$ cat src/rtl/i2ctbe_pkg.sv
// Shared types and constants of the I2C target byte engine.
package i2ctbe_pkg;

    localparam logic [1:0] MODE_START    = 2'd0;
    localparam logic [1:0] MODE_STOP     = 2'd1;
    localparam logic [1:0] MODE_OVERFLOW = 2'd2;
    localparam logic [1:0] MODE_REPLY    = 2'd3;

    localparam logic [1:0] KIND_CMD   = 2'd0;
    localparam logic [1:0] KIND_REARM = 2'd1;
    localparam logic [1:0] KIND_HOST  = 2'd2;
    localparam logic [1:0] KIND_NONE  = 2'd3;

    localparam logic [7:0] FILLER_BYTE = 8'hfe;
    localparam logic [7:0] IDLE_BYTE   = 8'hff;
    localparam logic [3:0] BITS_BYTE   = 4'd8;
    localparam logic [3:0] BITS_ACK    = 4'd1;
    localparam logic [3:0] BITS_NONE   = 4'd0;

    localparam int QUEUE_DEPTH = 4;
    localparam int QUEUE_AW    = 2;

    typedef enum logic [2:0] {
        BP_CHECK_ADDRESS = 3'd0,
        BP_SEND_DATA     = 3'd1,
        BP_REQUEST_ACK   = 3'd2,
        BP_CHECK_ACK     = 3'd3,
        BP_RECEIVE_DATA  = 3'd4,
        BP_STORE_DATA    = 3'd5
    } t_byte_phase;

    typedef enum logic [2:0] {
        TP_BEFORE_START = 3'd0,
        TP_AFTER_START  = 3'd1,
        TP_SELECTED     = 3'd2,
        TP_NOT_SELECTED = 3'd3,
        TP_DATA_DONE    = 3'd4
    } t_txn_phase;

    typedef enum logic {
        F_IDLE = 1'b0,
        F_EXEC = 1'b1
    } t_front_state;

    typedef enum logic {
        B_IDLE = 1'b0,
        B_EMIT = 1'b1
    } t_back_state;

    // One entry of the command queue; run set means deliver run_len stored bytes
    typedef struct packed {
        logic [1:0] kind;
        logic [7:0] shift_byte;
        logic [3:0] shift_bits;
        logic       drive_sda;
        logic       release_lines;
        logic       run;
        logic [7:0] run_len;
    } t_cmd;

    typedef struct packed {
        logic       en;
        logic [7:0] data;
    } t_store_wr;

endpackage

$ cat src/rtl/i2ctbe_if.sv
// Request and result channel interfaces of the I2C target byte engine.
interface i2ctbe_in_if;
    logic       valid;
    logic       ready;
    logic [1:0] mode;
    logic       sda_high;
    logic [7:0] bus_byte;
    logic [7:0] reply_byte;

    modport source (output valid, mode, sda_high, bus_byte, reply_byte, input ready);
    modport sink   (input valid, mode, sda_high, bus_byte, reply_byte, output ready);
endinterface

interface i2ctbe_out_if;
    logic       valid;
    logic       ready;
    logic [1:0] kind;
    logic [7:0] shift_byte;
    logic [3:0] shift_bits;
    logic       drive_sda;
    logic       release_lines;
    logic [7:0] host_byte;
    logic [3:0] byte_count;
    logic       last;

    modport source (output valid, kind, shift_byte, shift_bits, drive_sda, release_lines,
                    host_byte, byte_count, last, input ready);
    modport sink   (input valid, kind, shift_byte, shift_bits, drive_sda, release_lines,
                    host_byte, byte_count, last, output ready);
endinterface

$ cat src/rtl/i2ctbe_front.sv
// Front end: takes requests, runs the bus protocol state and queues commands.
module i2ctbe_front #(
    parameter int BUFFER_DEPTH = 16
) (
    input  logic                             i_clk,
    input  logic                             i_rst_n,
    i2ctbe_in_if.sink                        i_req,
    input  logic                             i_cfg_we,
    input  logic [6:0]                       i_cfg_data,
    input  logic                             i_q_full,
    output logic                             o_q_push,
    output i2ctbe_pkg::t_cmd                 o_q_cmd,
    output i2ctbe_pkg::t_store_wr            o_store_wr,
    output logic [$clog2(BUFFER_DEPTH)-1:0]  o_store_addr,
    input  logic                             i_run_done,
    output logic                             o_busy
);
    localparam int AW = $clog2(BUFFER_DEPTH);
    localparam int PW = $clog2(BUFFER_DEPTH + 1);

    i2ctbe_pkg::t_front_state r_state, n_state;
    i2ctbe_pkg::t_byte_phase  r_bp, n_bp;
    i2ctbe_pkg::t_txn_phase   r_tp, n_tp;

    logic [1:0]    r_mode;
    logic          r_sda;
    logic [7:0]    r_bus;
    logic [7:0]    r_rb;
    logic [7:0]    r_reply_rd;
    logic [6:0]    r_own;
    logic          r_armed, n_armed;
    logic [AW-1:0] r_recv_cnt, n_recv_cnt;
    logic [PW-1:0] r_reply_cnt, n_reply_cnt;
    logic [PW-1:0] r_reply_ptr, n_reply_ptr;
    logic          r_busy, n_busy;
    logic [7:0]    r_reply_mem [BUFFER_DEPTH];

    logic          w_accept;
    logic          w_reply_we;
    i2ctbe_pkg::t_cmd w_cmd;

    // next state of the sequencer
    always_comb begin
        n_state = r_state;
        case (r_state)
            i2ctbe_pkg::F_IDLE: begin
                if (w_accept) begin
                    n_state = i2ctbe_pkg::F_EXEC;
                end
            end
            i2ctbe_pkg::F_EXEC: begin
                if (!i_q_full) begin
                    n_state = i2ctbe_pkg::F_IDLE;
                end
            end
            default: n_state = i2ctbe_pkg::F_IDLE;
        endcase
    end

    // sequencer outputs
    always_comb begin
        i_req.ready = (r_state == i2ctbe_pkg::F_IDLE) && !r_busy;
        o_q_push    = (r_state == i2ctbe_pkg::F_EXEC) && !i_q_full;
    end

    assign w_accept = i_req.valid && i_req.ready;
    assign o_busy   = r_busy;
    assign o_q_cmd  = w_cmd;

    // protocol step for the registered request
    always_comb begin
        n_bp         = r_bp;
        n_tp         = r_tp;
        n_armed      = r_armed;
        n_recv_cnt   = r_recv_cnt;
        n_reply_cnt  = r_reply_cnt;
        n_reply_ptr  = r_reply_ptr;
        n_busy       = r_busy;
        w_reply_we   = 1'b0;
        o_store_wr   = '{en: 1'b0, data: r_bus};
        o_store_addr = r_recv_cnt;
        w_cmd        = '{kind: i2ctbe_pkg::KIND_NONE, shift_byte: 8'd0,
                         shift_bits: i2ctbe_pkg::BITS_NONE, drive_sda: 1'b0,
                         release_lines: 1'b0, run: 1'b0, run_len: 8'd0};
        case (r_mode)
            i2ctbe_pkg::MODE_START: begin
                if (r_sda) begin
                    n_armed = 1'b0;
                    w_cmd.kind = i2ctbe_pkg::KIND_REARM;
                    w_cmd.shift_bits = i2ctbe_pkg::BITS_BYTE;
                    w_cmd.release_lines = 1'b1;
                end else begin
                    n_bp = i2ctbe_pkg::BP_CHECK_ADDRESS;
                    n_tp = i2ctbe_pkg::TP_AFTER_START;
                    n_armed = 1'b1;
                    w_cmd.kind = i2ctbe_pkg::KIND_CMD;
                    w_cmd.shift_byte = i2ctbe_pkg::IDLE_BYTE;
                    w_cmd.shift_bits = i2ctbe_pkg::BITS_BYTE;
                end
            end
            i2ctbe_pkg::MODE_STOP: begin
                if (r_tp == i2ctbe_pkg::TP_AFTER_START) begin
                    n_armed = 1'b0;
                    w_cmd.kind = i2ctbe_pkg::KIND_REARM;
                    w_cmd.shift_bits = i2ctbe_pkg::BITS_BYTE;
                    w_cmd.release_lines = 1'b1;
                end else if (r_tp == i2ctbe_pkg::TP_DATA_DONE) begin
                    n_reply_cnt = '0;
                    n_reply_ptr = '0;
                    n_recv_cnt = '0;
                    w_cmd.kind = i2ctbe_pkg::KIND_HOST;
                    if (r_recv_cnt != '0) begin
                        // hand the stored bytes to the back end; hold requests until done
                        w_cmd.run = 1'b1;
                        w_cmd.run_len = 8'(r_recv_cnt);
                        n_busy = 1'b1;
                    end
                end
                n_tp = i2ctbe_pkg::TP_BEFORE_START;
            end
            i2ctbe_pkg::MODE_OVERFLOW: begin
                if (r_armed) begin
                    case (r_bp)
                        i2ctbe_pkg::BP_CHECK_ADDRESS: begin
                            if (r_bus[7:1] == r_own) begin
                                n_tp = i2ctbe_pkg::TP_SELECTED;
                                n_bp = r_bus[0] ? i2ctbe_pkg::BP_SEND_DATA
                                                : i2ctbe_pkg::BP_RECEIVE_DATA;
                                w_cmd.kind = i2ctbe_pkg::KIND_CMD;
                                w_cmd.shift_bits = i2ctbe_pkg::BITS_ACK;
                                w_cmd.drive_sda = 1'b1;
                            end else begin
                                n_tp = i2ctbe_pkg::TP_NOT_SELECTED;
                                n_armed = 1'b0;
                                w_cmd.kind = i2ctbe_pkg::KIND_REARM;
                                w_cmd.shift_bits = i2ctbe_pkg::BITS_BYTE;
                            end
                        end
                        i2ctbe_pkg::BP_REQUEST_ACK: begin
                            n_bp = i2ctbe_pkg::BP_CHECK_ACK;
                            w_cmd.kind = i2ctbe_pkg::KIND_CMD;
                            w_cmd.shift_bits = i2ctbe_pkg::BITS_ACK;
                        end
                        i2ctbe_pkg::BP_SEND_DATA, i2ctbe_pkg::BP_CHECK_ACK: begin
                            if (r_bp == i2ctbe_pkg::BP_CHECK_ACK && r_bus != 8'd0) begin
                                // master NACK: end of read
                                n_bp = i2ctbe_pkg::BP_CHECK_ADDRESS;
                                n_armed = 1'b0;
                                w_cmd.kind = i2ctbe_pkg::KIND_REARM;
                                w_cmd.shift_bits = i2ctbe_pkg::BITS_BYTE;
                                w_cmd.release_lines = 1'b1;
                            end else begin
                                n_tp = i2ctbe_pkg::TP_DATA_DONE;
                                n_bp = i2ctbe_pkg::BP_REQUEST_ACK;
                                w_cmd.kind = i2ctbe_pkg::KIND_CMD;
                                w_cmd.shift_byte = i2ctbe_pkg::FILLER_BYTE;
                                w_cmd.shift_bits = i2ctbe_pkg::BITS_BYTE;
                                w_cmd.drive_sda = 1'b1;
                                if (r_reply_ptr < r_reply_cnt) begin
                                    w_cmd.shift_byte = r_reply_rd;
                                    n_reply_ptr = r_reply_ptr + PW'(1);
                                end
                            end
                        end
                        i2ctbe_pkg::BP_RECEIVE_DATA: begin
                            n_tp = i2ctbe_pkg::TP_DATA_DONE;
                            n_bp = i2ctbe_pkg::BP_STORE_DATA;
                            w_cmd.kind = i2ctbe_pkg::KIND_CMD;
                            w_cmd.shift_byte = r_bus;
                            w_cmd.shift_bits = i2ctbe_pkg::BITS_BYTE;
                        end
                        i2ctbe_pkg::BP_STORE_DATA: begin
                            n_bp = i2ctbe_pkg::BP_RECEIVE_DATA;
                            if (r_recv_cnt < AW'(BUFFER_DEPTH - 1)) begin
                                o_store_wr.en = 1'b1;
                                n_recv_cnt = r_recv_cnt + AW'(1);
                            end
                            w_cmd.kind = i2ctbe_pkg::KIND_CMD;
                            w_cmd.shift_bits = i2ctbe_pkg::BITS_ACK;
                            w_cmd.drive_sda = 1'b1;
                        end
                        default: begin
                            n_bp = i2ctbe_pkg::BP_CHECK_ADDRESS;
                        end
                    endcase
                end
            end
            default: begin
                // host reply byte; drop it once the reply store is full
                if (r_reply_cnt < PW'(BUFFER_DEPTH)) begin
                    w_reply_we = 1'b1;
                    n_reply_cnt = r_reply_cnt + PW'(1);
                end
            end
        endcase
        if (i_run_done) begin
            n_busy = 1'b0;
        end
        if (!o_q_push) begin
            o_store_wr.en = 1'b0;
            w_reply_we = 1'b0;
        end
    end

    always_ff @(posedge i_clk) begin
        if (!i_rst_n) begin
            r_state     <= i2ctbe_pkg::F_IDLE;
            r_bp        <= i2ctbe_pkg::BP_CHECK_ADDRESS;
            r_tp        <= i2ctbe_pkg::TP_BEFORE_START;
            r_armed     <= 1'b0;
            r_recv_cnt  <= '0;
            r_reply_cnt <= '0;
            r_reply_ptr <= '0;
            r_busy      <= 1'b0;
            r_own       <= 7'd0;
        end else begin
            r_state <= n_state;
            if (i_cfg_we) begin
                r_own <= i_cfg_data;
            end
            if (o_q_push) begin
                r_bp        <= n_bp;
                r_tp        <= n_tp;
                r_armed     <= n_armed;
                r_recv_cnt  <= n_recv_cnt;
                r_reply_cnt <= n_reply_cnt;
                r_reply_ptr <= n_reply_ptr;
                r_busy      <= n_busy;
            end else if (i_run_done) begin
                r_busy <= 1'b0;
            end
        end
    end

    // request capture and reply store read, both at the accepting edge
    always_ff @(posedge i_clk) begin
        if (w_accept) begin
            r_mode     <= i_req.mode;
            r_sda      <= i_req.sda_high;
            r_bus      <= i_req.bus_byte;
            r_rb       <= i_req.reply_byte;
            r_reply_rd <= r_reply_mem[r_reply_ptr[AW-1:0]];
        end
        if (w_reply_we) begin
            r_reply_mem[r_reply_cnt[AW-1:0]] <= r_rb;
        end
    end

endmodule

$ cat src/rtl/i2ctbe_queue.sv
// Short command queue between front and back ends.
module i2ctbe_queue (
    input  logic             i_clk,
    input  logic             i_rst_n,
    input  logic             i_push,
    input  i2ctbe_pkg::t_cmd i_cmd,
    input  logic             i_pop,
    output i2ctbe_pkg::t_cmd o_head,
    output logic             o_empty,
    output logic             o_full
);
    i2ctbe_pkg::t_cmd r_mem [i2ctbe_pkg::QUEUE_DEPTH];

    logic [i2ctbe_pkg::QUEUE_AW-1:0] r_wr_ptr, r_rd_ptr;
    logic [i2ctbe_pkg::QUEUE_AW:0]   r_fill;

    assign o_empty = (r_fill == '0);
    assign o_full  = (r_fill == (i2ctbe_pkg::QUEUE_AW + 1)'(i2ctbe_pkg::QUEUE_DEPTH));
    assign o_head  = r_mem[r_rd_ptr];

    always_ff @(posedge i_clk) begin
        if (!i_rst_n) begin
            r_wr_ptr <= '0;
            r_rd_ptr <= '0;
            r_fill   <= '0;
        end else begin
            if (i_push) begin
                r_wr_ptr <= r_wr_ptr + i2ctbe_pkg::QUEUE_AW'(1);
            end
            if (i_pop) begin
                r_rd_ptr <= r_rd_ptr + i2ctbe_pkg::QUEUE_AW'(1);
            end
            if (i_push && !i_pop) begin
                r_fill <= r_fill + (i2ctbe_pkg::QUEUE_AW + 1)'(1);
            end else if (i_pop && !i_push) begin
                r_fill <= r_fill - (i2ctbe_pkg::QUEUE_AW + 1)'(1);
            end
        end
    end

    always_ff @(posedge i_clk) begin
        if (i_push) begin
            r_mem[r_wr_ptr] <= i_cmd;
        end
    end

endmodule

$ cat src/rtl/i2ctbe_back.sv
// Back end: carries out queued commands and delivers received-byte runs.
module i2ctbe_back #(
    parameter int BUFFER_DEPTH = 16
) (
    input  logic                             i_clk,
    input  logic                             i_rst_n,
    input  i2ctbe_pkg::t_cmd                 i_head,
    input  logic                             i_empty,
    output logic                             o_pop,
    input  i2ctbe_pkg::t_store_wr            i_store_wr,
    input  logic [$clog2(BUFFER_DEPTH)-1:0]  i_store_addr,
    output logic                             o_run_done,
    i2ctbe_out_if.source                     o_rsp
);
    localparam int AW = $clog2(BUFFER_DEPTH);

    i2ctbe_pkg::t_back_state r_state, n_state;

    logic [7:0]    r_recv_mem [BUFFER_DEPTH];
    logic [7:0]    r_rd;
    logic [AW-1:0] r_idx, n_idx;
    logic [AW-1:0] r_len;
    logic [AW+3:0] w_len_ext;
    logic          w_can_load, w_load_cmd, w_load_run, w_is_last;

    logic       r_ov;
    logic [1:0] r_kind;
    logic [7:0] r_shift_byte;
    logic [3:0] r_shift_bits;
    logic       r_drive;
    logic       r_rel;
    logic [7:0] r_host;
    logic [3:0] r_count;
    logic       r_last;

    assign w_can_load = !r_ov || o_rsp.ready;
    assign w_is_last  = ({1'b0, r_idx} + (AW + 1)'(1)) == {1'b0, r_len};
    assign w_len_ext  = {4'd0, r_len};

    always_comb begin
        n_state = r_state;
        case (r_state)
            i2ctbe_pkg::B_IDLE: begin
                if (!i_empty && i_head.run) begin
                    n_state = i2ctbe_pkg::B_EMIT;
                end
            end
            i2ctbe_pkg::B_EMIT: begin
                if (w_can_load && w_is_last) begin
                    n_state = i2ctbe_pkg::B_IDLE;
                end
            end
            default: n_state = i2ctbe_pkg::B_IDLE;
        endcase
    end

    always_comb begin
        o_pop      = (r_state == i2ctbe_pkg::B_IDLE) && !i_empty && (i_head.run || w_can_load);
        w_load_cmd = (r_state == i2ctbe_pkg::B_IDLE) && !i_empty && !i_head.run && w_can_load;
        w_load_run = (r_state == i2ctbe_pkg::B_EMIT) && w_can_load;
        o_run_done = w_load_run && w_is_last;
        n_idx      = r_idx;
        if (r_state == i2ctbe_pkg::B_IDLE) begin
            n_idx = '0;
        end else if (w_load_run) begin
            n_idx = r_idx + AW'(1);
        end
    end

    always_ff @(posedge i_clk) begin
        if (!i_rst_n) begin
            r_state <= i2ctbe_pkg::B_IDLE;
            r_ov    <= 1'b0;
        end else begin
            r_state <= n_state;
            if (w_load_cmd || w_load_run) begin
                r_ov <= 1'b1;
            end else if (o_rsp.ready) begin
                r_ov <= 1'b0;
            end
        end
    end

    always_ff @(posedge i_clk) begin
        r_idx <= n_idx;
        if (o_pop && i_head.run) begin
            r_len <= i_head.run_len[AW-1:0];
        end
        if (w_load_cmd) begin
            r_kind       <= i_head.kind;
            r_shift_byte <= i_head.shift_byte;
            r_shift_bits <= i_head.shift_bits;
            r_drive      <= i_head.drive_sda;
            r_rel        <= i_head.release_lines;
            r_host       <= 8'd0;
            r_count      <= 4'd0;
            r_last       <= 1'b1;
        end else if (w_load_run) begin
            r_kind       <= i2ctbe_pkg::KIND_HOST;
            r_shift_byte <= 8'd0;
            r_shift_bits <= i2ctbe_pkg::BITS_NONE;
            r_drive      <= 1'b0;
            r_rel        <= 1'b0;
            r_host       <= r_rd;
            r_count      <= w_len_ext[3:0];
            r_last       <= w_is_last;
        end
    end

    // receive store: one write port from the front, one registered read port
    always_ff @(posedge i_clk) begin
        if (i_store_wr.en) begin
            r_recv_mem[i_store_addr] <= i_store_wr.data;
        end
        r_rd <= r_recv_mem[n_idx];
    end

    assign o_rsp.valid         = r_ov;
    assign o_rsp.kind          = r_kind;
    assign o_rsp.shift_byte    = r_shift_byte;
    assign o_rsp.shift_bits    = r_shift_bits;
    assign o_rsp.drive_sda     = r_drive;
    assign o_rsp.release_lines = r_rel;
    assign o_rsp.host_byte     = r_host;
    assign o_rsp.byte_count    = r_count;
    assign o_rsp.last          = r_last;

endmodule

$ cat src/rtl/i2c_target_byte_engine.sv
// Top level of the I2C target byte engine: front end, command queue, back end.
// Path: a request is captured, then stepped and pushed into the queue, then loaded
// into the output register; run bytes load in the emit state; stalls can delay both.
// No request is taken while the last one is stepped and pushed, nor during a run.
// A stop after data gives its stored bytes one a cycle while o_rsp.ready is high.
// Reset: synchronous, active low; clears phases, counts and queue; stores stay undefined.
module i2c_target_byte_engine #(
    parameter int BUFFER_DEPTH = 16
) (
    input  logic          i_clk,
    input  logic          i_rst_n,
    i2ctbe_in_if.sink     i_req,
    i2ctbe_out_if.source  o_rsp,
    input  logic          i_cfg_we,
    input  logic [6:0]    i_cfg_data
);
    localparam int AW = $clog2(BUFFER_DEPTH);

    // command queue ports, front and back
    logic                  w_q_push;
    logic                  w_q_full;
    logic                  w_q_empty;
    logic                  w_q_pop;
    i2ctbe_pkg::t_cmd      w_q_in;
    i2ctbe_pkg::t_cmd      w_q_head;

    // receive store write, front to back, and end of a delivered run
    i2ctbe_pkg::t_store_wr w_store_wr;
    logic [AW-1:0]         w_store_addr;
    logic                  w_run_done;
    logic                  w_front_busy;

    // Classify each request and advance the bus protocol; one queue entry per request.
    i2ctbe_front #(
        .BUFFER_DEPTH(BUFFER_DEPTH)
    ) u_front (
        .i_clk       (i_clk),
        .i_rst_n     (i_rst_n),
        .i_req       (i_req),
        .i_cfg_we    (i_cfg_we),
        .i_cfg_data  (i_cfg_data),
        .i_q_full    (w_q_full),
        .o_q_push    (w_q_push),
        .o_q_cmd     (w_q_in),
        .o_store_wr  (w_store_wr),
        .o_store_addr(w_store_addr),
        .i_run_done  (w_run_done),
        .o_busy      (w_front_busy)
    );

    // Decouple the two halves so a stalled result side does not stop request capture until the queue fills.
    i2ctbe_queue u_queue (
        .i_clk  (i_clk),
        .i_rst_n(i_rst_n),
        .i_push (w_q_push),
        .i_cmd  (w_q_in),
        .i_pop  (w_q_pop),
        .o_head (w_q_head),
        .o_empty(w_q_empty),
        .o_full (w_q_full)
    );

    // Drive results out; expand a run command into one result per stored byte.
    i2ctbe_back #(
        .BUFFER_DEPTH(BUFFER_DEPTH)
    ) u_back (
        .i_clk       (i_clk),
        .i_rst_n     (i_rst_n),
        .i_head      (w_q_head),
        .i_empty     (w_q_empty),
        .o_pop       (w_q_pop),
        .i_store_wr  (w_store_wr),
        .i_store_addr(w_store_addr),
        .o_run_done  (w_run_done),
        .o_rsp       (o_rsp)
    );

    // no request is taken while a run is still being delivered
    a_busy_blocks: assert property (@(posedge i_clk) disable iff (!i_rst_n)
        w_front_busy |-> !i_req.ready)
        else $error("request accepted during a receive run");

    // the front end never pushes into a full queue
    a_no_overflow: assert property (@(posedge i_clk) disable iff (!i_rst_n)
        w_q_push |-> !w_q_full)
        else $error("command queue overflow");

    // the receive store is never written while a run reads it
    a_store_quiet: assert property (@(posedge i_clk) disable iff (!i_rst_n)
        w_front_busy |-> !w_store_wr.en)
        else $error("receive store written during a run");

    // reset leaves no result pending
    a_reset_clear: assert property (@(posedge i_clk)
        !i_rst_n |=> !o_rsp.valid)
        else $error("result valid after reset");

endmodule
$ cat src/flat_wrapper.sv
// flat-port wrapper written by rule: the top's interface ports become plain ports
module i2c_target_byte_engine_flat 
#(
    parameter int BUFFER_DEPTH = 16
)
  (i_clk, i_rst_n, i_cfg_we, i_cfg_data, i_req_valid, i_req_mode, i_req_sda_high, i_req_bus_byte, i_req_reply_byte, i_req_ready, o_rsp_valid, o_rsp_kind, o_rsp_shift_byte, o_rsp_shift_bits, o_rsp_drive_sda, o_rsp_release_lines, o_rsp_host_byte, o_rsp_byte_count, o_rsp_last, o_rsp_ready);
  i2ctbe_in_if i_req_i ();
  i2ctbe_out_if o_rsp_i ();
  input  logic i_clk;
  input  logic i_rst_n;
  input  logic i_cfg_we;
  input  logic [6:0] i_cfg_data;
  input wire logic [$bits(i_req_i.valid)-1:0] i_req_valid;
  input wire logic [$bits(i_req_i.mode)-1:0] i_req_mode;
  input wire logic [$bits(i_req_i.sda_high)-1:0] i_req_sda_high;
  input wire logic [$bits(i_req_i.bus_byte)-1:0] i_req_bus_byte;
  input wire logic [$bits(i_req_i.reply_byte)-1:0] i_req_reply_byte;
  output wire logic [$bits(i_req_i.ready)-1:0] i_req_ready;
  output wire logic [$bits(o_rsp_i.valid)-1:0] o_rsp_valid;
  output wire logic [$bits(o_rsp_i.kind)-1:0] o_rsp_kind;
  output wire logic [$bits(o_rsp_i.shift_byte)-1:0] o_rsp_shift_byte;
  output wire logic [$bits(o_rsp_i.shift_bits)-1:0] o_rsp_shift_bits;
  output wire logic [$bits(o_rsp_i.drive_sda)-1:0] o_rsp_drive_sda;
  output wire logic [$bits(o_rsp_i.release_lines)-1:0] o_rsp_release_lines;
  output wire logic [$bits(o_rsp_i.host_byte)-1:0] o_rsp_host_byte;
  output wire logic [$bits(o_rsp_i.byte_count)-1:0] o_rsp_byte_count;
  output wire logic [$bits(o_rsp_i.last)-1:0] o_rsp_last;
  input wire logic [$bits(o_rsp_i.ready)-1:0] o_rsp_ready;
  assign i_req_i.valid = i_req_valid;
  assign i_req_i.mode = i_req_mode;
  assign i_req_i.sda_high = i_req_sda_high;
  assign i_req_i.bus_byte = i_req_bus_byte;
  assign i_req_i.reply_byte = i_req_reply_byte;
  assign i_req_ready = i_req_i.ready;
  assign o_rsp_valid = o_rsp_i.valid;
  assign o_rsp_kind = o_rsp_i.kind;
  assign o_rsp_shift_byte = o_rsp_i.shift_byte;
  assign o_rsp_shift_bits = o_rsp_i.shift_bits;
  assign o_rsp_drive_sda = o_rsp_i.drive_sda;
  assign o_rsp_release_lines = o_rsp_i.release_lines;
  assign o_rsp_host_byte = o_rsp_i.host_byte;
  assign o_rsp_byte_count = o_rsp_i.byte_count;
  assign o_rsp_last = o_rsp_i.last;
  assign o_rsp_i.ready = o_rsp_ready;
  i2c_target_byte_engine #(.BUFFER_DEPTH(BUFFER_DEPTH)) u_core (.i_clk(i_clk), .i_rst_n(i_rst_n), .i_req(i_req_i), .o_rsp(o_rsp_i), .i_cfg_we(i_cfg_we), .i_cfg_data(i_cfg_data));
endmodule
$ cat config.mk
export PLATFORM = sky130hd
export DESIGN_NAME = i2c_target_byte_engine_flat
export DESIGN_NICKNAME = d
export VERILOG_FILES = /design/src/rtl/i2ctbe_pkg.sv /design/src/rtl/i2ctbe_if.sv /design/src/rtl/i2ctbe_front.sv /design/src/rtl/i2ctbe_queue.sv /design/src/rtl/i2ctbe_back.sv /design/src/rtl/i2c_target_byte_engine.sv /design/src/flat_wrapper.sv
export SDC_FILE = /design/constraint.sdc
export NUM_CORES = 1
export LEC_CHECK = 0
export BUFFER_PORTS_ARGS = -buffer_cell sky130_fd_sc_hd__buf_4
export CAP_MARGIN = 20
export CORE_MARGIN = 5
export CORE_UTILIZATION = 45
export DETAILED_ROUTE_END_ITERATION = 16
export GPL_ROUTABILITY_DRIVEN = 0
export HOLD_SLACK_MARGIN = 0.1
export PLACE_DENSITY = 0.58
export SLEW_MARGIN = 25
export SYNTH_ARGS = -nofsm -noshare
export SYNTH_HDL_FRONTEND = slang
export SYNTH_HIERARCHICAL = 1
export SYNTH_SLANG_ARGS = --single-unit
$ cat constraint.sdc
create_clock -name i_clk -period 3.55 [get_ports i_clk]
set_clock_uncertainty 0.15 [all_clocks]
set_input_delay 0.355 -clock i_clk [delete_from_list [all_inputs] [get_ports i_clk]]
set_output_delay 0.355 -clock i_clk [all_outputs]
set_load 0.01 [all_outputs]
; Yosys cells after proc, flatten, opt, wreduce, memory -nomap -nowiden
; Memory sizes are Yosys's and may differ from the RTL's. A register that Yosys moved wholly into a read port is not among the register bits.
; Cells that the tools add are included.
[classes]
n_eq_ne = 26
addsub = 9
muxes = 107
bitwise_logic = 3
n_reduce_logical = 54
n_lt_le_gt_ge = 3
[op_table]
columns = operator, count
row1 = two-way mux 1 bit, 45
row2 = two-way mux 4 bit, 11
row3 = two-way mux 8 bit, 5
row4 = two-way mux 9 bit, 4
row5 = two-way mux 5 bit, 7
row6 = one-hot mux 8 bit (2 select lines), 2
row7 = two-way mux 3 bit, 9
row8 = one-hot mux 4 bit (3 select lines), 2
row9 = one-hot mux 5 bit (2 select lines), 2
row10 = nonzero test 2 bit, 10
row11 = inequality test 2 bit (second input constant), 9
row12 = one-hot mux 3 bit (3 select lines), 2
row13 = two-way mux 16 bit, 1
row14 = logical AND 1 bit, 15
row15 = one-hot mux 3 bit (5 select lines), 1
row16 = AND reduction 5 bit, 3
row17 = == test 3 bit (second input constant), 4
row18 = two-way mux 2 bit, 6
row19 = one-hot mux 2 bit (3 select lines), 2
row20 = adder 5 x 1 -> 5 bit (second input constant), 2
row21 = one-hot mux 1 bit (3 select lines), 3
row22 = OR reduction 3 bit, 3
row23 = adder 4 x 1 -> 4 bit (second input constant), 2
row24 = one-hot mux 4 bit (2 select lines), 1
row25 = other kinds (31), 51
[word_totals]
ramBits = 356
in_bits = 31
elab_cells = 233
out_inout_bits = 31
memories = 3
register_bits = 95
[memory_table]
columns = memory, words, word_bits, rd, rd_clocked_by_memory_dff, write_ports, line
row1 = u_core.u_back.r_recv_mem, 16, 8, 1, 1, 1, i2ctbe_back.sv:19  ; logic [7:0] r_recv_mem [BUFFER_DEPTH];
row2 = u_core.u_front.r_reply_mem, 16, 8, 1, 1, 1, i2ctbe_front.sv:36  ; logic [7:0] r_reply_mem [BUFFER_DEPTH];
row3 = u_core.u_queue.r_mem, 4, 25, 1, 1, 1, i2ctbe_queue.sv:12  ; i2ctbe_pkg::t_cmd r_mem [i2ctbe_pkg::QUEUE_DEPTH];

; Longest topological paths before layout
; Gate-level depths: netlist (run 1).
[depth]
word_depth = 8
ltp_mapped = 12

; By module
; The synthesis (run 1) kept the hierarchy.
[modules_own_cells]
columns = mod, instances, area_each_um2, cells_each, seq_area_each_um2
row1 = i2ctbe_front, 1, 7945.1, 518, 5255.0
row2 = i2ctbe_back, 1, 6673.9, 364, 4984.8
row3 = i2ctbe_queue, 1, 4096.4, 174, 3183.1

; Worst setup path after synthesis (run 1)
; No wires, ideal clock.
[synth_path]
path_type = register -> register
from = reg u_core.u_front.r_recv_cnt[0] (netlist: u_core/u_front/o_store_addr[0])
to = mem u_core.u_back.r_recv_mem[0][0], enable pin
t_arrival_ns = 2.570
stages_incl_launch_ff = 6
t_required_ns = 3.017
setup_time_ns = 0.383
slack_ns = 0.446
cell_sequence = dfxtp_1 ha_1 a311oi_1 nor3b_1 or3b_2 nor3_1
[synth_rtl]
columns = item, line
row1 = "start, declared", i2ctbe_front.sv:32  ; logic [AW-1:0] r_recv_cnt, n_recv_cnt;
row2 = "start signal, assigned", i2ctbe_front.sv:225  ; r_recv_cnt <= n_recv_cnt;
row3 = "end, declared", i2ctbe_back.sv:19

==> impl_metrics.sql, run 1 <==
INSERT INTO impl_metrics (metric_group, metric, value, unit) VALUES
('synthesis', 'synth-warning-count', '6', ''),
('timing', 'grt_setup_unrepaired', 'false', ''),
('grt', 'grt_first_pass_wirelength', '57900', 'um'),
('timing', 'timing_worst_slew_pin_value', '838', 'ps'),
('route', 'drt-vias-per-instance', '5.36', ''),
('clock_network', 'insertion_delay', '570', 'ps'),
('route', 'detailedRoute.firstPassIterationCount', '5', ''),
('finish', 'count_of_antenna_diodes_in_the_layout', '0', ''),
('timing', 'slew_viol_final', '0', ''),
('power', 'leakagePower', '7.17', 'nW'),
('clock_network', 'cts.sinks', '453', ''),
('route', 'drt-wirelength-per-cell', '21.3', 'um'),
('worst_setup_path', 'timing.critical_path.slowest_stage_cell', 'dfxtp_1', ''),
('route', 'detailedRoute.firstIterationViolations', '537', ''),
('timing', 'clock.fmax', '325', 'MHz'),
('timing', 'setup_tns', '0', 'ps'),
('worst_setup_path', 'cp_top_family', 'simple AND/OR/NAND/NOR gates', ''),
('worst_setup_path', 'crit_fanout', '12', ''),
('route', 'final_antenna_net_count', '0', ''),
('clock_network', 'ctsResizeCount', '0', ''),
('clock_network', 'cts_tree', 'built', ''),
('power', 'peakVddDrop', '0.445', 'mV'),
('synthesis', 'synthesis.area_per_instance', '17.6', 'um2'),
('worst_setup_path', 'crit_path_max_incr_delay', '550', 'ps'),
('power', 'p_sw', '0.00318', 'W'),
('grt', 'antenna_violations_before_repair', '0', ''),
('clock_network', 'cts.clk_slew.worst_paths', '60', 'ps'),
('worst_setup_path', 'worst_ep_arrival_time', '3140', 'ps'),
('finish', 'multi_input_comb_area', '4840', 'um2'),
('grt', 'grt.overflow.total', '0', ''),
('timing', 'slew_headroom', '0.439', ''),
('floorplan', 'dieWidth', '211', 'um'),
('finish', 'layout-area-overhead-vs-synth', '17.9', '%'),
('worst_setup_path', 'crit_path_buffers_inverters', '0', ''),
('worst_setup_path', 'critPathCaptureType', 'flop', ''),
('power', 'power.density', '612', 'nW/um2'),
('timing', 'final.hold.worst_slack', '282', 'ps'),
('clock_network', 'root_buffer', 'clkbuf_16', ''),
('worst_setup_path', 'worst-endpoint-required', '3610', 'ps'),
('floorplan', 'die_h', '211', 'um'),
('clock_network', 'clock_tree.buffer_depth', '3', ''),
('finish', 'final.fill_count', '3222', ''),
('finish', 'regArea', '12900', 'um2'),
('worst_setup_path', 'critical_path.cell_chain', 'nand2_1 > a311oi_1 > nor3b_1 > or3b_2 > nor2_1', ''),
('power', 'share_seq_of_total_power', '0.486', ''),
('route', 'finalWirelength', '37500', 'um'),
('run_status', 'run_status', 'completed', ''),
('floorplan', 'fp.dieArea', '44400', 'um2'),
('floorplan', 'row_count', '73', ''),
('timing', 'hold_violations', '0', ''),
('power', 'power_switching_share', '0.243', ''),
('clock_network', 'cts-htree-levels', '2', ''),
('grt', 'grt_max_degree', '39', ''),
('placed_design', 'detailedPlacementHpwl', '24700', 'um'),
('clock_network', 'hold_buffers', '42', ''),
('clock_network', 'post_cts.repair.setup_buffers', '0', ''),
('floorplan', 'floorplan.core_area', '39800', 'um2'),
('grt', 'via_count_of_the_first_global_routing_pass', '9683', ''),
('route', 'routed-via-count', '9436', ''),
('finish', 'drive_above_1_share', '0.223', ''),
('power', 'clkPwrFrac', '0.367', ''),
('synthesis', 'netlist_instances', '1032', ''),
('grt', 'grt_util_all_layers', '0.171', ''),
('clock_network', 'cts-buffers-inserted', '47', ''),
('timing', 'finalSetupViolations', '0', ''),
('finish', 'fin_util', '0.536', ''),
('min_path', 'min_path_type', 'reg -> reg', ''),
('worst_setup_path', 'timing.critical_path.from_type', 'flop', ''),
('synthesis', 'netlist_area', '18100', 'um2'),
('route', 'remaining_drc_errors', '0', ''),
('finish', 'layout.nets', '1252', ''),
('run', 'timing.max_cap.violations', '0', ''),
('timing', 'final.min_clock_period', '3080', 'ps'),
('power', 'comb_power_share', '0.147', ''),
('timing', 'finalCritPeriodShare', '0.867', ''),
('floorplan', 'io_pins', '62', ''),
('floorplan', 'start_util', '0.455', ''),
('placed_design', 'io_buffer_count', '61', ''),
('power', 'total_internal_power', '0.00990', 'W'),
('worst_setup_path', 'setup.worst_path.class', 'reg -> reg', '');
## registers in the layout, indices dropped and copies added, names as in the netlist, 2 cells and up, named ones only
register,count
u_core/u_front/r_reply_mem,128
u_core/u_back/r_idx,4
u_core/u_front/r_rb,8
u_core/u_queue/r_fill,3
u_core/u_back/o_rsp.shift_bits,4
u_core/u_back/r_len,4
u_core/u_back/o_rsp.byte_count,4
u_core/u_queue/r_mem,84
u_core/u_back/o_rsp.shift_byte,8
u_core/u_back/o_rsp.host_byte,8
u_core/u_front/r_reply_ptr,5
u_core/u_back/o_rsp.kind,2
u_core/u_queue/r_wr_ptr,2
u_core/u_front/r_own,7
u_core/u_back/r_rd,8
u_core/u_front/r_reply_rd,8
u_core/u_back/r_recv_mem,128
u_core/u_front/r_bus,8
u_core/u_queue/r_rd_ptr,2
u_core/u_front/o_store_addr,4
u_core/u_front/r_bp,3
u_core/u_front/r_reply_cnt,5
u_core/u_front/r_tp,3
u_core/u_front/r_mode,2
## worst min-delay path: stages, from the launching register on
cell and delay (ps):
dfxtp_1 290, nand2_1 40, a21oi_1 50
## cell usage in the layout, fill, tap and decap left out, types with 37 or more instances in the layout
cell	count
edfxtp_1	387
dfxtp_1	65
nor2_1	43
clkbuf_16	48
buf_4	120
and2_1	37
nand2_1	73
dlygate4sd3_1	42
mux4_2	67
a21oi_1	39
## stage by stage
step                cell area (um2)  worst slack (ps)  instances  power, W
floorplan                     18100               446       1033   0.00774
global placement              19400               616       1633   0.00838
detailed placement            19400               500       1633   0.00840
CTS                           21400               503       1762    0.0133
global route                  21400               307       1762    0.0137
finish                        21400               472       1762    0.0131
## power groups by stage
stage / Combinational, W / Clock, W / Sequential (W)
after floorplan: 0.00123 / 0 / 0.00651
after global placement: 0.00191 / 0 / 0.00647
after detailed placement: 0.00192 / 0 / 0.00648
after CTS: 0.00198 / 0.00494 / 0.00636
after global routing: 0.00212 / 0.00519 / 0.00640
final: 0.00192 / 0.00480 / 0.00636
## final cells by class
| type | count | share of cell area |
|---|---|---|
| flip-flops and latches | 453 | 0.606 |
| multi-input cells | 515 | 0.226 |
| repair buffers | 162 | 0.0619 |
| clock buffers | 65 | 0.0616 |
| well taps | 525 | 0.0308 |
| clock inverters | 22 | 0.00996 |
| inverters | 20 | 0.00351 |
## per-layer routing
| layer | wire length, um | track usage | up-vias |
|---|---|---|---|
| li1 | - | - | 4400 |
| met1 | 16000 | 0.231 | 4782 |
| met2 | 18900 | 0.290 | 202 |
| met3 | 1730 | 0.0321 | 52 |
| met4 | 748 | 0.0465 | 0 |
| met5 | 0 | 0 | - |
## path summary, 6_finish.rpt
path	start	end	slack, ps	depth (start not counted)
worst min register to register	u_core/u_back/r_rd[5]	u_core/u_back/o_rsp.host_byte[5]	280	2
worst max-delay path	u_core/u_front/r_bp[0]	u_core/u_back/r_recv_mem[3][3]	470	5
worst max register to register	u_core/u_front/r_bp[0]	u_core/u_back/r_recv_mem[3][3]	470	5
worst min-delay path	u_core/u_back/r_rd[5]	u_core/u_back/o_rsp.host_byte[5]	280	2
(Power assumes the default switching activity.)
==> run 2, diff against run 1 <==
--- a/config.mk
+++ b/config.mk
@@ -9,6 +9,7 @@
 export CAP_MARGIN = 20
 export CORE_MARGIN = 5
 export CORE_UTILIZATION = 45
+export CTS_BUF_LIST = sky130_fd_sc_hd__clkbuf_8 sky130_fd_sc_hd__clkbuf_16
 export DETAILED_ROUTE_END_ITERATION = 16
 export GPL_ROUTABILITY_DRIVEN = 0
 export HOLD_SLACK_MARGIN = 0.1
@@ -16,5 +17,4 @@
 export SLEW_MARGIN = 25
 export SYNTH_ARGS = -nofsm -noshare
 export SYNTH_HDL_FRONTEND = slang
-export SYNTH_HIERARCHICAL = 1
 export SYNTH_SLANG_ARGS = --single-unit
==> impl_metrics.sql, run 2 <==
INSERT INTO impl_metrics (metric_group, metric, value, unit) VALUES
('synthesis', 'yosysMostFrequentCell', 'edfxtp_1', ''),
('route', 'drt-wirelength-per-cell', '21.1', 'um'),
('finish', 'count_of_antenna_diodes_in_the_layout', '0', ''),
('grt', 'grt_util_all_layers', '0.176', ''),
('synthesis', 'netlist_area', '17800', 'um2'),
('timing', 'slew_headroom', '0.410', ''),
('floorplan', 'row_count', '72', ''),
('finish', 'fin_util', '0.542', ''),
('floorplan', 'fp.dieArea', '43500', 'um2'),
('clock_network', 'post_cts.repair.setup_buffers', '0', ''),
('worst_setup_path', 'setup.worst_path.class', 'reg -> reg', ''),
('worst_setup_path', 'timing.critical_path.from_type', 'flop', ''),
('worst_setup_path', 'timing.rr.end', 'u_core.u_queue.r_fill[2]', ''),
('synthesis', 'postSynthRegisterBits', '443', ''),
('worst_setup_path', 'worst-endpoint-required', '3890', 'ps'),
('timing', 'finalSetupViolations', '0', ''),
('run_status', 'run_status', 'completed', ''),
('worst_setup_path', 'crit_fanout', '3', ''),
('clock_network', 'clock_tree.buffer_depth', '3', ''),
('timing', 'grt_setup_unrepaired', 'false', ''),
('clock_network', 'cts.clk_slew.worst_paths', '60', 'ps'),
('synthesis', 'yosysSeqAreaShare', '0.712', ''),
('route', 'routed-via-count', '9658', ''),
('timing', 'setup_tns', '0', 'ps'),
('timing', 'final.min_clock_period', '2900', 'ps'),
('clock_network', 'insertion_delay', '560', 'ps'),
('placed_design', 'detailedPlace.worstSlack', '648', 'ps'),
('min_path', 'min_path_type', 'in -> reg', ''),
('min_path', 'destination_of_the_worst_hold_path', 'u_core.u_back.o_rsp.valid', ''),
('timing', 'final.setup.worst_slack', '650', 'ps'),
('synthesis', 'synth_flop_cell', 'edfxtp_1', ''),
('floorplan', 'dieWidth', '209', 'um'),
('clock_network', 'cts-htree-levels', '2', ''),
('finish', 'drive_above_1_share', '0.211', ''),
('grt', 'grt.overflow.total', '0', ''),
('power', 'peakVddDrop', '0.420', 'mV'),
('synthesis', 'synth_top_cells_by_count', '377 x edfxtp_1, 82 x nand2_1, 75 x mux2i_1, 66 x dfxtp_1, 59 x mux4_2', ''),
('finish', 'mostFrequentLayoutCell', 'edfxtp_1', ''),
('worst_setup_path', 'r2r_setup_slack', '650', 'ps'),
('finish', 'final.fill_count', '3107', ''),
('clock_network', 'cts-buffers-inserted', '46', ''),
('worst_setup_path', 'worst_ep_arrival_time', '3240', 'ps'),
('finish', 'layout_common_cells', '377 x edfxtp_1, 118 x buf_4, 82 x nand2_1, 74 x mux2i_1, 65 x dfxtp_1', ''),
('min_path', 'startpoint_of_the_tightest_hold_check_path', 'o_rsp_ready', ''),
('placed_design', 'detailedPlacementHpwl', '25300', 'um'),
('route', 'final_antenna_net_count', '0', ''),
('floorplan', 'start_util', '0.457', ''),
('route', 'drt-vias-per-instance', '5.32', ''),
('synthesis', 'synthesis.area_per_instance', '16.3', 'um2'),
('route', 'detailedRoute.firstPassIterationCount', '5', ''),
('finish', 'layout-area-overhead-vs-synth', '18.5', '%'),
('finish', 'layout.nets', '1315', ''),
('route', 'detailedRoute.firstIterationViolations', '556', ''),
('synthesis', 'netlist.area_leader.share', '0.637', ''),
('worst_setup_path', 'critPathCaptureType', 'flop', ''),
('power', 'power.density', '598', 'nW/um2'),
('route', 'finalWirelength', '38200', 'um'),
('synthesis', 'synth.largest_area_cell', 'edfxtp_1', ''),
('floorplan', 'die_h', '209', 'um'),
('grt', 'antenna_violations_before_repair', '0', ''),
('grt', 'grt_first_pass_wirelength', '59400', 'um'),
('clock_network', 'root_buffer', 'clkbuf_16', ''),
('synthesis', 'synth-warning-count', '0', ''),
('placed_design', 'io_buffer_count', '59', ''),
('worst_setup_path', 'worst_case_reg_to_reg_path_depth', '8', ''),
('timing', 'hold_violations', '0', ''),
('synthesis', 'ys_types', '56', ''),
('timing', 'slew_viol_final', '0', ''),
('synthesis', 'netlist_instances', '1091', ''),
('min_path', 'worstHoldPathCells', '4', ''),
('synthesis', 'synth_edf_count', '377', ''),
('synthesis', 'cells_taking_the_most_area_after_synthesis', 'edfxtp_1 64%, mux4_2 7.5%, dfxtp_1 7.4%', ''),
('synthesis', 'postSynth.asyncResetShare', '0', ''),
('route', 'remaining_drc_errors', '0', ''),
('grt', 'via_count_of_the_first_global_routing_pass', '9884', ''),
('clock_network', 'cts.sinks', '443', ''),
('power', 'leakagePower', '7.07', 'nW'),
('power', 'total_power', '0.0126', 'W'),
('grt', 'grt_max_degree', '66', ''),
('timing', 'clock.fmax', '345', 'MHz'),
('timing', 'timing_worst_slew_pin_value', '885', 'ps'),
('run', 'timing.max_cap.violations', '0', ''),
('timing', 'finalCritPeriodShare', '0.817', ''),
('floorplan', 'io_pins', '62', ''),
('floorplan', 'floorplan.core_area', '38800', 'um2'),
('clock_network', 'cts_tree', 'built', '');
run 2: changes by cell type in the layout (fill, tap and decap cells not counted), moves of 10 or more:
cell / previous run / this run
and2_1: 37 / 27
clkbuf_1: 12 / 0
edfxtp_1: 387 / 377
inv_1: 20 / 40
mux2_2: 0 / 16
mux2i_1: 9 / 74
mux4_1: 26 / 0
o21ai_0: 23 / 37
run 2: worst max path at each step:
stage,endpoint,cells past startpoint
detailed placement,u_core.u_queue.r_fill[2],8
floorplan,u_core.u_queue.r_fill[2],9
CTS,u_core.u_queue.r_fill[2],8
finish,u_core.u_queue.r_fill[2],8
global route,u_core.u_queue.r_fill[2],8
global placement,u_core.u_queue.r_fill[2],8
run 2: final cells by class:
class                   count  area (um2)  area share
clock buffers              47        1160      0.0553
clock inverters            37         250      0.0119
inverters                  21        78.8     0.00374
multi-input cells         585        4900       0.233
flip-flops and latches    443       12600       0.601
well taps                 518         648      0.0308
repair buffers            163        1370      0.0650
run 2: cell families (layout without fill, tap and decap cells):
logic type / Yosys count / in the layout / share of synthesized area
flip-flops: 443 / 443 / 0.712
AND/OR/NAND/NOR: 246 / 246 / 0.0690
multiplexers: 150 / 150 / 0.127
AO/OA/AOI/OAI: 133 / 133 / 0.0471
buffers and inverters: 72 / 268 / 0.0166
adder cells (fa/ha/maj): 24 / 24 / 0.0173
XOR/XNOR: 22 / 22 / 0.0108
other: 1 / 10 / 0.000211
run 2: power by group:
part / switching, W / internal, W / leakage [nW]
Clock: 0.00190 / 0.00259 / 0.768
Sequential: 0.000174 / 0.00600 / 3.98
Combinational: 0.00103 / 0.000878 / 2.32
run 2: routing by layer:
metal,GRT usage,vias up,share of wire
li1,-,4532,-
met1,0.243,4869,0.45
met2,0.289,184,0.49
met3,0.0267,73,0.032
met4,0.0623,0,0.031
met5,0,-,0
run 2: per-stage QoR:
step / instances / hold WS (ps) / area (um2)
2_1_floorplan: 1100 / 267 / 17800
3_3_place_gp: 1688 / 278 / 19200
3_5_place_dp: 1689 / 277 / 19200
4_1_cts: 1814 / 144 / 21000
5_1_grt: 1814 / 172 / 21000
6_report: 1814 / 179 / 21000
run 2: repair_timing:
item	CTS	global route
setup endpoints to repair	0	0
hold buffers	41	0
resized for setup	0	0
endpoints found under the hold margin	44	0
run 2: critical path: stages (launching register included):
cell      delay, ps
dfxtp_1         350
mux4_2          550
o21ai_0         380
ha_1            260
inv_1            80
fa_1            430
xor2_1          180
or3_1           300
a21boi_0        160
